## src/hdl/lpsc_pkg.sv

```systemverilog
// ----------------------------------------------------------------------------
// LSB pixel steganography codec package
// Shared types, register indexes and status codes of the codec.
// ----------------------------------------------------------------------------
package lpsc_pkg;

  localparam int unsigned CfgIdxW = 2;
  localparam int unsigned CfgDataW = 64;

  localparam logic [CfgIdxW-1:0] CFG_DIRECTION      = 2'd0;
  localparam logic [CfgIdxW-1:0] CFG_BITS_PER_PIXEL = 2'd1;
  localparam logic [CfgIdxW-1:0] CFG_MESSAGE_LENGTH = 2'd2;

  localparam logic [1:0] ST_RUNNING   = 2'd0;
  localparam logic [1:0] ST_DONE      = 2'd1;
  localparam logic [1:0] ST_MAGIC_ERR = 2'd2;
  localparam logic [1:0] ST_RATE_ERR  = 2'd3;

  localparam logic [7:0] MAGIC_EXPECTED = 8'hAA;
  localparam logic [7:0] HDR_BYTE_MASK  = 8'h7F;

  localparam logic [2:0] RATE_ONE  = 3'd1;
  localparam logic [2:0] RATE_TWO  = 3'd2;
  localparam logic [2:0] RATE_FOUR = 3'd4;

  typedef enum logic [6:0] {
    PH_MAGIC     = 7'b0000001,
    PH_LENGTH    = 7'b0000010,
    PH_RATE      = 7'b0000100,
    PH_MESSAGE   = 7'b0001000,
    PH_DONE      = 7'b0010000,
    PH_MAGIC_ERR = 7'b0100000,
    PH_RATE_ERR  = 7'b1000000
  } phase_e;

  typedef struct packed {
    logic        direction;
    logic [2:0]  bits_per_pixel;
    logic [63:0] message_length;
  } cfg_t;

  typedef struct packed {
    logic [7:0]  pixel_out;
    logic        byte_taken;
    logic        byte_valid;
    logic [7:0]  byte_out;
    logic [63:0] decoded_length;
    logic [1:0]  status;
  } result_t;

endpackage

```

## src/hdl/lpsc_intf.sv

```systemverilog
// ----------------------------------------------------------------------------
// LSB pixel steganography codec channels
// Valid/ready channels for pixel items, results and register writes.
// ----------------------------------------------------------------------------
interface lpsc_pix_if;
  logic       valid;
  logic       ready;
  logic       command;
  logic [7:0] pixel_in;
  logic [7:0] message_byte;

  modport source (output valid, output command, output pixel_in, output message_byte,
                  input ready);
  modport sink   (input valid, input command, input pixel_in, input message_byte,
                  output ready);
endinterface

interface lpsc_res_if;
  logic        valid;
  logic        ready;
  logic [7:0]  pixel_out;
  logic        byte_taken;
  logic        byte_valid;
  logic [7:0]  byte_out;
  logic [63:0] decoded_length;
  logic [1:0]  status;

  modport source (output valid, output pixel_out, output byte_taken, output byte_valid,
                  output byte_out, output decoded_length, output status, input ready);
  modport sink   (input valid, input pixel_out, input byte_taken, input byte_valid,
                  input byte_out, input decoded_length, input status, output ready);
endinterface

interface lpsc_cfg_if;
  logic        valid;
  logic        ready;
  logic [1:0]  reg_index;
  logic [63:0] wdata;

  modport source (output valid, output reg_index, output wdata, input ready);
  modport sink   (input valid, input reg_index, input wdata, output ready);
endinterface

```

## src/hdl/lpsc_cfg_regs.sv

```systemverilog
// ----------------------------------------------------------------------------
// LSB pixel steganography codec configuration registers
// Holds direction, embed rate and embed message length.
// ----------------------------------------------------------------------------
module lpsc_cfg_regs (
  input  logic                           clk_i,
  input  logic                           rst_ni,
  input  logic                           wr_en_i,
  input  logic [lpsc_pkg::CfgIdxW-1:0]   wr_index_i,
  input  logic [lpsc_pkg::CfgDataW-1:0]  wr_data_i,
  output lpsc_pkg::cfg_t                 cfg_o
);
  import lpsc_pkg::*;

  cfg_t cfg_q, cfg_d;

  always_comb begin
    cfg_d = cfg_q;
    if (wr_en_i) begin
      unique case (wr_index_i)
        CFG_DIRECTION:      cfg_d.direction      = wr_data_i[0];
        CFG_BITS_PER_PIXEL: cfg_d.bits_per_pixel = wr_data_i[2:0];
        CFG_MESSAGE_LENGTH: cfg_d.message_length = wr_data_i;
        default: ;
      endcase
    end
  end

  always_ff @(posedge clk_i or negedge rst_ni) begin
    if (!rst_ni) begin
      cfg_q.direction      <= 1'b0;
      cfg_q.bits_per_pixel <= RATE_ONE;
      cfg_q.message_length <= '0;
    end else begin
      cfg_q <= cfg_d;
    end
  end

  assign cfg_o = cfg_q;

endmodule

```

## src/hdl/lpsc_core.sv

```systemverilog
// ----------------------------------------------------------------------------
// LSB pixel steganography codec frame engine
// Frame state and the per-pixel embed and extract logic.
// ----------------------------------------------------------------------------
module lpsc_core (
  input  logic              clk_i,
  input  logic              rst_ni,
  input  logic              accept_i,
  input  logic              command_i,
  input  logic [7:0]        pixel_in_i,
  input  logic [7:0]        message_byte_i,
  input  lpsc_pkg::cfg_t    cfg_i,
  output lpsc_pkg::result_t result_o
);
  import lpsc_pkg::*;

  phase_e      phase_q, phase_d;
  logic [2:0]  chunk_q, chunk_d;
  logic [2:0]  hdr_idx_q, hdr_idx_d;
  logic [63:0] msg_count_q, msg_count_d;
  logic [7:0]  asm_q, asm_d;
  logic [7:0]  magic_q, magic_d;
  logic [63:0] flen_q, flen_d;
  logic [31:0] frate_q, frate_d;

  logic        extracting;
  logic [7:0]  hdr_byte;
  logic [7:0]  asm_hdr;
  logic [7:0]  magic_next;
  logic [31:0] frate_next;
  logic [63:0] flen_final;
  logic [31:0] frate_final;
  logic        rate_ok;
  logic [7:0]  mask;
  logic [2:0]  shamt;
  logic        last_chunk;
  logic [7:0]  asm_msg;
  logic [63:0] count_inc;
  result_t     res;

  assign extracting = cfg_i.direction;

  always_comb begin
    unique case (phase_q)
      PH_MAGIC:  hdr_byte = (MAGIC_EXPECTED >> {hdr_idx_q[1:0], 2'b00}) & HDR_BYTE_MASK;
      PH_LENGTH: hdr_byte = 8'(cfg_i.message_length >> {hdr_idx_q, 3'b000});
      default:   hdr_byte = (8'(cfg_i.bits_per_pixel) >> {hdr_idx_q[1:0], 2'b00})
                            & HDR_BYTE_MASK;
    endcase
  end

  assign asm_hdr = asm_q | (8'(pixel_in_i[0]) << chunk_q);

  always_comb begin
    unique case (hdr_idx_q[1:0])
      2'd0:    magic_next = magic_q | asm_hdr;
      2'd1:    magic_next = magic_q | {asm_hdr[3:0], 4'h0};
      default: magic_next = magic_q;
    endcase
  end

  assign frate_next  = frate_q | (32'(asm_hdr) << {hdr_idx_q[1:0], 2'b00});
  assign flen_final  = extracting ? flen_q : cfg_i.message_length;
  assign frate_final = extracting ? frate_next : 32'(cfg_i.bits_per_pixel);
  assign rate_ok     = (frate_final == 32'(RATE_ONE)) || (frate_final == 32'(RATE_TWO))
                    || (frate_final == 32'(RATE_FOUR));

  always_comb begin
    case (frate_q[2:0])
      RATE_TWO: begin
        mask       = 8'h03;
        shamt      = {chunk_q[1:0], 1'b0};
        last_chunk = (chunk_q >= 3'd3);
      end
      RATE_FOUR: begin
        mask       = 8'h0F;
        shamt      = {chunk_q[0], 2'b00};
        last_chunk = (chunk_q >= 3'd1);
      end
      default: begin
        mask       = 8'h01;
        shamt      = chunk_q;
        last_chunk = (chunk_q == 3'd7);
      end
    endcase
  end

  assign asm_msg   = asm_q | ((pixel_in_i & mask) << shamt);
  assign count_inc = msg_count_q + 64'd1;

  always_comb begin
    phase_d     = phase_q;
    chunk_d     = chunk_q;
    hdr_idx_d   = hdr_idx_q;
    msg_count_d = msg_count_q;
    asm_d       = asm_q;
    magic_d     = magic_q;
    flen_d      = flen_q;
    frate_d     = frate_q;
    res         = '0;
    res.pixel_out = pixel_in_i;

    if (command_i) begin
      phase_d     = PH_MAGIC;
      chunk_d     = '0;
      hdr_idx_d   = '0;
      msg_count_d = '0;
      asm_d       = '0;
      magic_d     = '0;
      flen_d      = '0;
      frate_d     = '0;
    end else begin
      unique case (phase_q)
        PH_MAGIC, PH_LENGTH, PH_RATE: begin
          if (extracting) begin
            asm_d = asm_hdr;
          end else begin
            res.pixel_out = {pixel_in_i[7:1], hdr_byte[chunk_q]};
          end
          chunk_d = chunk_q + 3'd1;
          if (chunk_q == 3'd7) begin
            asm_d = '0;
            unique case (phase_q)
              PH_MAGIC: begin
                if (extracting) begin
                  magic_d = magic_next;
                end
                if (extracting && hdr_idx_q == 3'd3 && magic_next != MAGIC_EXPECTED) begin
                  phase_d = PH_MAGIC_ERR;
                end else if (hdr_idx_q == 3'd3) begin
                  phase_d   = PH_LENGTH;
                  hdr_idx_d = '0;
                end else begin
                  hdr_idx_d = hdr_idx_q + 3'd1;
                end
              end
              PH_LENGTH: begin
                if (extracting) begin
                  flen_d = flen_q | (64'(asm_hdr) << {hdr_idx_q, 3'b000});
                end
                hdr_idx_d = hdr_idx_q + 3'd1;
                if (hdr_idx_q == 3'd7) begin
                  phase_d = PH_RATE;
                end
              end
              default: begin
                if (extracting) begin
                  frate_d = frate_next;
                end
                if (hdr_idx_q == 3'd3) begin
                  hdr_idx_d = '0;
                  flen_d    = flen_final;
                  frate_d   = frate_final;
                  if (!rate_ok) begin
                    phase_d = PH_RATE_ERR;
                  end else if (flen_final == '0) begin
                    phase_d = PH_DONE;
                  end else begin
                    phase_d = PH_MESSAGE;
                  end
                end else begin
                  hdr_idx_d = hdr_idx_q + 3'd1;
                end
              end
            endcase
          end
        end
        PH_MESSAGE: begin
          if (extracting) begin
            asm_d = asm_msg;
          end else begin
            res.pixel_out = (pixel_in_i & ~mask) | ((message_byte_i >> shamt) & mask);
          end
          if (last_chunk) begin
            chunk_d     = '0;
            msg_count_d = count_inc;
            asm_d       = '0;
            if (extracting) begin
              res.byte_valid = 1'b1;
              res.byte_out   = asm_msg;
            end else begin
              res.byte_taken = 1'b1;
            end
            if (count_inc >= flen_q) begin
              phase_d = PH_DONE;
            end
          end else begin
            chunk_d = chunk_q + 3'd1;
          end
        end
        default: ;
      endcase
    end

    unique case (phase_d)
      PH_DONE:      res.status = ST_DONE;
      PH_MAGIC_ERR: res.status = ST_MAGIC_ERR;
      PH_RATE_ERR:  res.status = ST_RATE_ERR;
      default:      res.status = ST_RUNNING;
    endcase
    res.decoded_length = extracting ? flen_d : '0;
  end

  always_ff @(posedge clk_i or negedge rst_ni) begin
    if (!rst_ni) begin
      phase_q     <= PH_MAGIC;
      chunk_q     <= '0;
      hdr_idx_q   <= '0;
      msg_count_q <= '0;
      asm_q       <= '0;
      magic_q     <= '0;
      flen_q      <= '0;
      frate_q     <= '0;
    end else if (accept_i) begin
      phase_q     <= phase_d;
      chunk_q     <= chunk_d;
      hdr_idx_q   <= hdr_idx_d;
      msg_count_q <= msg_count_d;
      asm_q       <= asm_d;
      magic_q     <= magic_d;
      flen_q      <= flen_d;
      frate_q     <= frate_d;
    end
  end

  assign result_o = res;

endmodule

```

## src/hdl/lpsc_out_buf.sv

```systemverilog
// ----------------------------------------------------------------------------
// LSB pixel steganography codec result register
// Holds one result beat and lets a new beat in whenever it drains.
// ----------------------------------------------------------------------------
module lpsc_out_buf (
  input  logic              clk_i,
  input  logic              rst_ni,
  input  logic              load_i,
  input  lpsc_pkg::result_t result_i,
  input  logic              out_ready_i,
  output logic              out_valid_o,
  output lpsc_pkg::result_t out_data_o,
  output logic              in_ready_o
);
  import lpsc_pkg::*;

  logic    valid_q, valid_d;
  result_t data_q;

  assign in_ready_o = !valid_q || out_ready_i;
  assign valid_d    = load_i || (valid_q && !out_ready_i);

  always_ff @(posedge clk_i or negedge rst_ni) begin
    if (!rst_ni) begin
      valid_q <= 1'b0;
    end else begin
      valid_q <= valid_d;
    end
  end

  always_ff @(posedge clk_i) begin
    if (load_i) begin
      data_q <= result_i;
    end
  end

  assign out_valid_o = valid_q;
  assign out_data_o  = data_q;

endmodule

```

## src/hdl/lsb_pixel_stego_codec_top.sv

```systemverilog
// ----------------------------------------------------------------------------
// LSB pixel steganography codec
// A result beat is registered and appears in the cycle after its pixel beat is accepted.
// One pixel beat per cycle while out_ch_o.ready is high; the result register
// drains as the next pixel is taken; each result is computed combinationally.
// Reset clears the frame to the start of the header and loads the registers
// with direction embed, one bit per pixel and a message length of zero.
// ----------------------------------------------------------------------------
module lsb_pixel_stego_codec_top (
  input  logic       clk_i,
  input  logic       rst_ni,
  lpsc_pix_if.sink   in_ch_i,
  lpsc_res_if.source out_ch_o,
  lpsc_cfg_if.sink   cfg_i
);
  import lpsc_pkg::*;

  cfg_t    cfg;
  result_t result;
  result_t out_data;
  logic    in_ready;
  logic    accept;

  assign in_ch_i.ready = in_ready;
  assign accept        = in_ch_i.valid && in_ready;
  assign cfg_i.ready   = 1'b1;

  lpsc_cfg_regs u_cfg_regs (
    .clk_i      (clk_i),
    .rst_ni     (rst_ni),
    .wr_en_i    (cfg_i.valid),
    .wr_index_i (cfg_i.reg_index),
    .wr_data_i  (cfg_i.wdata),
    .cfg_o      (cfg)
  );

  lpsc_core u_core (
    .clk_i          (clk_i),
    .rst_ni         (rst_ni),
    .accept_i       (accept),
    .command_i      (in_ch_i.command),
    .pixel_in_i     (in_ch_i.pixel_in),
    .message_byte_i (in_ch_i.message_byte),
    .cfg_i          (cfg),
    .result_o       (result)
  );

  lpsc_out_buf u_out_buf (
    .clk_i       (clk_i),
    .rst_ni      (rst_ni),
    .load_i      (accept),
    .result_i    (result),
    .out_ready_i (out_ch_o.ready),
    .out_valid_o (out_ch_o.valid),
    .out_data_o  (out_data),
    .in_ready_o  (in_ready)
  );

  assign out_ch_o.pixel_out      = out_data.pixel_out;
  assign out_ch_o.byte_taken     = out_data.byte_taken;
  assign out_ch_o.byte_valid     = out_data.byte_valid;
  assign out_ch_o.byte_out       = out_data.byte_out;
  assign out_ch_o.decoded_length = out_data.decoded_length;
  assign out_ch_o.status         = out_data.status;

`ifndef NO_ASSERTIONS
  a_taken_valid_excl: assert property (@(posedge clk_i) disable iff (!rst_ni)
    out_ch_o.valid |-> !(out_ch_o.byte_taken && out_ch_o.byte_valid))
    else $error("byte_taken and byte_valid high on the same beat");

  a_restart_result: assert property (@(posedge clk_i) disable iff (!rst_ni)
    (accept && in_ch_i.command) |=> (out_ch_o.valid && out_ch_o.status == ST_RUNNING
      && !out_ch_o.byte_taken && !out_ch_o.byte_valid))
    else $error("restart beat did not give a clean running result");

  a_taken_status: assert property (@(posedge clk_i) disable iff (!rst_ni)
    (out_ch_o.valid && out_ch_o.byte_taken) |->
      (out_ch_o.status == ST_RUNNING || out_ch_o.status == ST_DONE))
    else $error("byte taken outside the message section");
`endif

endmodule
```

## src/flat_wrapper.sv

```systemverilog
// flat-port wrapper written by rule: the top's interface ports become plain ports
module lsb_pixel_stego_codec_top_flat import lpsc_pkg::*;
  (clk_i, rst_ni, in_ch_i_valid, in_ch_i_command, in_ch_i_pixel_in, in_ch_i_message_byte, in_ch_i_ready, out_ch_o_valid, out_ch_o_pixel_out, out_ch_o_byte_taken, out_ch_o_byte_valid, out_ch_o_byte_out, out_ch_o_decoded_length, out_ch_o_status, out_ch_o_ready, cfg_i_valid, cfg_i_reg_index, cfg_i_wdata, cfg_i_ready);
  lpsc_pix_if in_ch_i_i ();
  lpsc_res_if out_ch_o_i ();
  lpsc_cfg_if cfg_i_i ();
  input  logic clk_i;
  input  logic rst_ni;
  input wire logic [$bits(in_ch_i_i.valid)-1:0] in_ch_i_valid;
  input wire logic [$bits(in_ch_i_i.command)-1:0] in_ch_i_command;
  input wire logic [$bits(in_ch_i_i.pixel_in)-1:0] in_ch_i_pixel_in;
  input wire logic [$bits(in_ch_i_i.message_byte)-1:0] in_ch_i_message_byte;
  output wire logic [$bits(in_ch_i_i.ready)-1:0] in_ch_i_ready;
  output wire logic [$bits(out_ch_o_i.valid)-1:0] out_ch_o_valid;
  output wire logic [$bits(out_ch_o_i.pixel_out)-1:0] out_ch_o_pixel_out;
  output wire logic [$bits(out_ch_o_i.byte_taken)-1:0] out_ch_o_byte_taken;
  output wire logic [$bits(out_ch_o_i.byte_valid)-1:0] out_ch_o_byte_valid;
  output wire logic [$bits(out_ch_o_i.byte_out)-1:0] out_ch_o_byte_out;
  output wire logic [$bits(out_ch_o_i.decoded_length)-1:0] out_ch_o_decoded_length;
  output wire logic [$bits(out_ch_o_i.status)-1:0] out_ch_o_status;
  input wire logic [$bits(out_ch_o_i.ready)-1:0] out_ch_o_ready;
  input wire logic [$bits(cfg_i_i.valid)-1:0] cfg_i_valid;
  input wire logic [$bits(cfg_i_i.reg_index)-1:0] cfg_i_reg_index;
  input wire logic [$bits(cfg_i_i.wdata)-1:0] cfg_i_wdata;
  output wire logic [$bits(cfg_i_i.ready)-1:0] cfg_i_ready;
  assign in_ch_i_i.valid = in_ch_i_valid;
  assign in_ch_i_i.command = in_ch_i_command;
  assign in_ch_i_i.pixel_in = in_ch_i_pixel_in;
  assign in_ch_i_i.message_byte = in_ch_i_message_byte;
  assign in_ch_i_ready = in_ch_i_i.ready;
  assign out_ch_o_valid = out_ch_o_i.valid;
  assign out_ch_o_pixel_out = out_ch_o_i.pixel_out;
  assign out_ch_o_byte_taken = out_ch_o_i.byte_taken;
  assign out_ch_o_byte_valid = out_ch_o_i.byte_valid;
  assign out_ch_o_byte_out = out_ch_o_i.byte_out;
  assign out_ch_o_decoded_length = out_ch_o_i.decoded_length;
  assign out_ch_o_status = out_ch_o_i.status;
  assign out_ch_o_i.ready = out_ch_o_ready;
  assign cfg_i_i.valid = cfg_i_valid;
  assign cfg_i_i.reg_index = cfg_i_reg_index;
  assign cfg_i_i.wdata = cfg_i_wdata;
  assign cfg_i_ready = cfg_i_i.ready;
  lsb_pixel_stego_codec_top u_core (.clk_i(clk_i), .rst_ni(rst_ni), .in_ch_i(in_ch_i_i), .out_ch_o(out_ch_o_i), .cfg_i(cfg_i_i));
endmodule
```

## config.mk

```make
export PLATFORM = sky130hd
export DESIGN_NAME = lsb_pixel_stego_codec_top_flat
export DESIGN_NICKNAME = d
export VERILOG_FILES = /design/src/hdl/lpsc_pkg.sv /design/src/hdl/lpsc_intf.sv /design/src/hdl/lpsc_cfg_regs.sv /design/src/hdl/lpsc_core.sv /design/src/hdl/lpsc_out_buf.sv /design/src/hdl/lsb_pixel_stego_codec_top.sv /design/src/flat_wrapper.sv
export SDC_FILE = /design/constraint.sdc
export NUM_CORES = 1
export LEC_CHECK = 0
export BUFFER_PORTS_ARGS = -buffer_cell sky130_fd_sc_hd__buf_4
export CAP_MARGIN = 20
export CORE_MARGIN = 2
export CORE_UTILIZATION = 45
export CTS_CLUSTER_DIAMETER = 120
export DETAILED_ROUTE_END_ITERATION = 8
export HOLD_SLACK_MARGIN = 0.02
export PLACE_DENSITY = 0.7
export RECOVER_POWER = 25
export SYNTH_ARGS = -nofsm -noshare
export SYNTH_HDL_FRONTEND = slang
export SYNTH_SLANG_ARGS = --single-unit
```

## constraint.sdc

```tcl
create_clock -name clk_i -period 3.76 [get_ports clk_i]
set_input_delay 1.128 -clock clk_i [delete_from_list [all_inputs] [get_ports clk_i]]
set_output_delay 1.128 -clock clk_i [all_outputs]
set_load 0.03 [all_outputs]
```

* Word level (Yosys, flattened, before mapping)
Cells that the tools add are included.
** Storage, ports and cells
- Logic and storage cells :: 169
- Register bits :: 342
- Output and inout port bits :: 87
- Input port bits :: 88
** Cells by class
- Magnitude comparators :: 4
- Reduce and logical (&&, ||, !) cells :: 34
- Multiplexer cells :: 65
- Add/sub/neg operators :: 3
- Shift-type cells :: 8
- Equality and inequality tests :: 23
- Bitwise operators :: 14
** Operators by type and width (count)
- $mux W64 :: 9
- $mux W32 :: 7
- $pmux W64 S2 :: 1
- $mux W8 :: 11
- $add A64 B1 Y64 const B :: 1
- $ge A64 B64 Y1 :: 1
- $logic_not A64 Y1 :: 1
- $or A64 B64 Y64 :: 1
- $pmux W8 S2 :: 4
- $shl A8 B6 Y64 :: 1
- $shr A64 B6 Y8 :: 1
- $mux W7 :: 9
- $or A8 B8 Y8 :: 5
- $eq A32 B1 Y1 const B :: 1
- $eq A32 B2 Y1 const B :: 1
- $eq A32 B3 Y1 const B :: 1
- $or A32 B32 Y32 :: 1
- $shl A8 B4 Y32 :: 1
- $pmux W7 S2 :: 2
- $mux W3 :: 7
- $mux W10 :: 2
- $mux W18 :: 1
- $pmux W3 S2 :: 3
- $and A8 B8 Y8 :: 2
- other kinds (47) :: 77

* Depth between registers and ports, before layout
- Depth after elaboration :: 16
- Mapped depth :: 18

* Modules after synthesis
From an unflattened synthesis, not the netlist that was laid out.
** Unflattened totals
- Cells, all modules :: 2089
- Area total of the unflattened synthesis :: 20190.6 µm²
** Modules (own cells, without submodules)
- lpsc_core :: cells an instance 1853, area each 14755.4 µm², sequential area each 4730.8 µm², times used 1
- lpsc_cfg_regs :: cells an instance 146, area each 2847.7 µm², sequential area each 1702.9 µm², times used 1
- lpsc_out_buf :: cells an instance 87, area each 2570.0 µm², sequential area each 2547.4 µm², times used 1
- lsb_pixel_stego_codec_top :: cells an instance 3, area each 17.5 µm², sequential area each 0.0 µm², times used 1

* Worst setup path after synthesis
No wires, ideal clock.
- Kind :: reg-to-reg
- From :: register u_core.u_core.msg_count_q[5]
- To :: register u_core.u_out_buf.data_q, in the netlist u_core.u_out_buf.out_data_o[0] (data pin)
- Cell stages (with the launch flop) :: 17
- Data required time :: 3.614 ns
- Data arrival time :: 3.902 ns
- Buffers on the path :: 0
- Setup slack :: -0.288 ns
- Cell sequence :: dfrtp_1 > and3_1 > or3b_1 > nor3_4 > nand3_2 > nor3_2 > and3_1 > xor2_1 > ha_1 > a211oi_1 > o21ai_0 > o221ai_1 > o211ai_1 > nor3_1 > a211oi_1 > or3_1 > a21oi_1
** On the way
- Cells in the longest elaborated chain, start to end :: 8
** RTL lines
- start: declaration :: RTL line lpsc_core.sv:20 : logic [63:0] msg_count_q, msg_count_d;
- start signal: assignment :: RTL line lpsc_core.sv:218 : msg_count_q <= msg_count_d;
- $add A64 B1 Y64 * :: RTL line lpsc_core.sv:89 : assign count_inc = msg_count_q + 64'd1;
- $ge A64 B64 Y1 * :: RTL line lpsc_core.sv:184 : if (count_inc >= flen_q) begin
- $mux W7 * :: RTL line lpsc_core.sv:184
- $mux W7 * :: RTL line lpsc_core.sv:174 : if (last_chunk) begin
- $pmux W7 S2 * :: RTL line lpsc_core.sv:113 : unique case (phase_q)
- $mux W7 * :: RTL line lpsc_core.sv:103 : if (command_i) begin
- $eq A7 B7 Y1, or another cell as far along :: RTL line lpsc_core.sv:195 : unique case (phase_d)
- $pmux W2 S3 * :: RTL line lpsc_core.sv:195
- end signal: assignment :: RTL line lpsc_out_buf.sv:33 : data_q <= result_i;
- end: declaration :: RTL line lpsc_out_buf.sv:18 : result_t data_q;
Every way passes the cells marked *; elsewhere a longest branch is shown, timed or not.
A chain may end at the register's enable or synchronous reset.

* Final worst setup path
Ends and elaborated chain as after synthesis.

==> key figures <==
Routing
  • Drt first pass iters: 6
  • DR vias/cell: 6.07
  • Wirelength per Cell: 23.4 um
  • WL final: 69500 um
  • Residual DRC: 0
  • Via Count: 18000
  • Final antenna-violating net count: 0
  • DRT iter0 DRCs: 2183

Critical path
  • Startpoint type of the worst setup path: register
  • Crit-path slowest cell: or3b_4
  • Nature of the critical path endpoint: register
  • Crit path required time: 4.08 ns
  • R2r setup slk: -0.24 ns
  • Worst path max stage delay: 0.42 ns
  • Crit path kind: register to register
  • Worst reg2reg path depth: 18
  • Delay-heaviest family, CP: simple AND/OR/NAND/NOR gates
  • Reg2Reg Launch Point: u_core.u_core.msg_count_q[5]
  • Worst-path maximum fanout: 6
  • Crit-path cells: and3_4 > or3b_4 > nor3_4 > buf_12 > nand3_2 > buf_4 > nor2_2 > xor2_2 > ha_4 > a211oi_1 > o21ai_0 > o221ai_1 > o211ai_1 > buf_4 > nor4_4 > a21oi_4 > o211ai_1 > a21oi_2
  • Worst R2R End: u_core.u_out_buf.out_data_o[0]
  • Crit path DAT: 4.31 ns
  • Bufs and invs on worst path: 3

Die
  • Starting Density: 0.458
  • Die width: 214 um
  • Row cnt: 76
  • Die H: 214 um
  • Die ar.: 45600 um^2
  • Core area: 43200 um^2
  • Ports: 175

Logic synthesis
  • Post-synth EDFFs: 84
  • Post-synth top area cell: dfrtp_1
  • Top-area cell type share of the netlist area: 0.324
  • Most used flip-flop cell after synthesis: dfrtp_1
  • Syn nets: 2197
  • Avg Inst Size Synth: 9.70 um^2
  • YS warnings: 0
  • Ranking of synthesized cells by area: dfrtp_1 (32%), edfxtp_1 (13%), mux2_2 (6.6%)
  • Post-Synthesis Cells: 2037
  • Synthesized flop and latch total: 342
  • Post-Syn Area: 19800 um^2
  • Sequential share of the synthesized area: 0.454
  • Synth unique cells: 85
  • Share of async-settable or async-resettable flops after synthesis: 0.754

Clock tree
  • CTS tree: done
  • TritonCTS Sinks: 342
  • Hold-fix buffers at CTS: 0
  • Clock transition at the registers of the reported paths: 0.06 ns
  • H-tree depth: 2
  • Skew-Pair Late Insertion Delay: 0.57 ns
  • CTS Buffer Depth: 3
  • Cts bufs inserted: 40
  • Root Driver: clkbuf_16

Power and ir drop
  • Sw Share: 0.342
  • Total leakage power: 10.7 nW
  • Clock Power Share: 0.340
  • Int Power: 0.00765 W
  • Combinational power share: 0.264
  • Net Switching: 0.00397 W
  • Max IR drop VDD: 0.000394 V
  • Flop pwr share: 0.396
  • PwrDens: 471 nW/um^2

Min path
  • Hold WC Path Type: register to register
  • Hold Crit Start: u_core.u_core.frate_q[15]
  • Worst hold path endpoint: u_core.u_core.frate_q[15]
  • Hold depth: 2

Timing
  • Worst-margin pin slew: 1.79 ns
  • Skew final: 0.0240 ns
  • Pins Over Slew Limit: 74
  • Unrepaired setup endpoints after global routing: yes
  • Min Tclk post-route: 4.00 ns
  • Final setup fails: 4
  • Final period utilization: 1.06
  • Hold_ws: 0.492 ns
  • Final Worst Setup Slack: -0.238 ns
  • Final TNS setup: -0.696 ns
  • Final hold violation count: 0
  • Fmax: 250 MHz
  • Relative slew margins: -0.191

Global routing
  • Initial antenna violation count: 1
  • Vias in the first global route: 17400
  • Largest net degree at the start of global routing: 107
  • First-pass GRT wire length: 104000 um
  • GRT Total Usage: 0.305
  • Grt ovf: 0

Layout
  • Layout cells sized above 1: 0.280
  • Commonest non-fill, non-tap cell in the layout: buf_4
  • Sequential Area: 8980 um^2
  • Commonest non-fill, non-tap cells in the layout: buf_4 (375), nand2_1 (272), dfrtp_1 (255)
  • NumNets Final: 2509
  • Final antenna diode count: 0
  • Area Growth Syn to Fin: 24.7%
  • Filler cells: 3796
  • Area of the multi-input gates: 10300 um^2

Status
  • Failing checks: capacitance limit, slew limit, setup timing
  • Status: complete, but fails checks

Run
  • Max Cap Violations: 1

Place
  • DP HPWL: 51100 um
  • GPL Wtd Cong: 1.01
  • Port bufs: 173
## repair_timing
item                                    4_1_cts  5_1_grt
pin swaps                                    18       22
endpoints found under the hold margin         0        0
buffers inserted                              5       12
endpoints found under the setup margin        4        4
gates resized for setup                      12       40
## Yosys cell counts (20+ instances only)
library cell,number
nand2_1,275
dfrtp_1,256
nor2_1,140
o21ai_0,116
mux2_2,115
clkbuf_1,95
inv_1,86
edfxtp_1,84
a21oi_1,83
a31oi_1,72
ha_1,72
and2_1,61
nand3_1,49
nor4_1,44
xnor2_1,44
nand4_1,32
a22oi_1,29
a22o_1,26
o31ai_1,25
buf_2,22
nand2b_1,22
xor2_1,22
and3_1,20
nor3_1,20
## through the flow
step	setup slack, ns	total power, W	cells	cell area [um^2]	utilization
2_1_floorplan	0.0192	0.00625	2037	19800	-
3_3_place_gp	-0.381	0.00751	2878	23000	0.533
3_5_place_dp	-0.428	0.00756	2878	23000	0.533
4_1_cts	-0.352	0.0115	2955	24400	0.565
5_1_grt	-0.482	0.0120	2966	24700	0.571
6_report	-0.238	0.0116	2966	24700	0.571
## registers in the layout, indices dropped and copies added, names as in the netlist
signal                        flops
u_core.u_cfg_regs.cfg_o          68
u_core.u_out_buf.out_data_o      84
u_core.u_core.frate_q            32
u_core.u_core.flen_q             64
u_core.u_out_buf.out_valid_o      1
u_core.u_core.msg_count_q        64
u_core.u_core.hdr_idx_q           3
u_core.u_core.asm_q               8
u_core.u_core.phase_q             7
u_core.u_core.chunk_q             3
u_core.u_core.magic_q             8
## kinds of logic (layout without fill, tap and decap cells)
family	after synthesis	after routing	share of synthesized area
AOI/OAI and AO/OA	459	459	0.150
xor gates and xnor gates	66	66	0.0292
buffers and inverters	211	555	0.0424
muxes	143	143	0.0917
DFF	342	342	0.454
adders and majority gates	72	72	0.0456
and+or+nand+nor	743	743	0.186
other	1	1	0.000190
## final cells by class
type,instances,share of cell area
Clock buffer,52,0.0445
Tap cell,585,0.0297
Inverter,87,0.0134
Timing Repair Buffer,394,0.123
Clock inverter,22,0.00893
Multi-Input combinational cell,1484,0.416
Sequential cell,342,0.364
## power groups by stage
stage / logic [W] / clock network [W] / registers, W
final: 0.00306 / 0.00395 / 0.00461
after global routing: 0.00323 / 0.00415 / 0.00462
after detailed placement: 0.00294 / 0 / 0.00463
after CTS: 0.00295 / 0.00401 / 0.00456
after floorplan: 0.00179 / 0 / 0.00446
after global placement: 0.00289 / 0 / 0.00461
## layer usage
metal,global-route usage,wire length [um],vias to the layer above
met5,0.00754,37,-
met4,0.156,3700,2
met3,0.0719,7310,196
met2,0.454,30200,964
met1,0.417,28300,8800
li1,-,-,8028
## worst reg2reg max path, cell delays in order, from the launching register on
cell	delay [ns]
dfrtp_1	0.36
and3_4	0.20
or3b_4	0.42
nor3_4	0.16
buf_12	0.15
nand3_2	0.10
buf_4	0.18
nor2_2	0.13
xor2_2	0.27
ha_4	0.25
a211oi_1	0.22
o21ai_0	0.11
o221ai_1	0.18
o211ai_1	0.20
buf_4	0.20
nor4_4	0.25
a21oi_4	0.12
o211ai_1	0.21
a21oi_2	0.04
## how the worst max path moves through the flow
stage               cells past startpoint                        endpoint  slack, ns                          from
floorplan                              16  u_core.u_out_buf.out_data_o[0]       0.02  u_core.u_core.msg_count_q[5]
global placement                       18  u_core.u_out_buf.out_data_o[0]      -0.38  u_core.u_core.msg_count_q[0]
detailed placement                     18  u_core.u_out_buf.out_data_o[0]      -0.43  u_core.u_core.msg_count_q[5]
CTS                                    17  u_core.u_out_buf.out_data_o[0]      -0.35  u_core.u_core.msg_count_q[6]
global route                           18  u_core.u_out_buf.out_data_o[0]      -0.48  u_core.u_core.msg_count_q[6]
finish                                 18  u_core.u_out_buf.out_data_o[0]      -0.24  u_core.u_core.msg_count_q[5]
(Power assumes the default switching activity.)
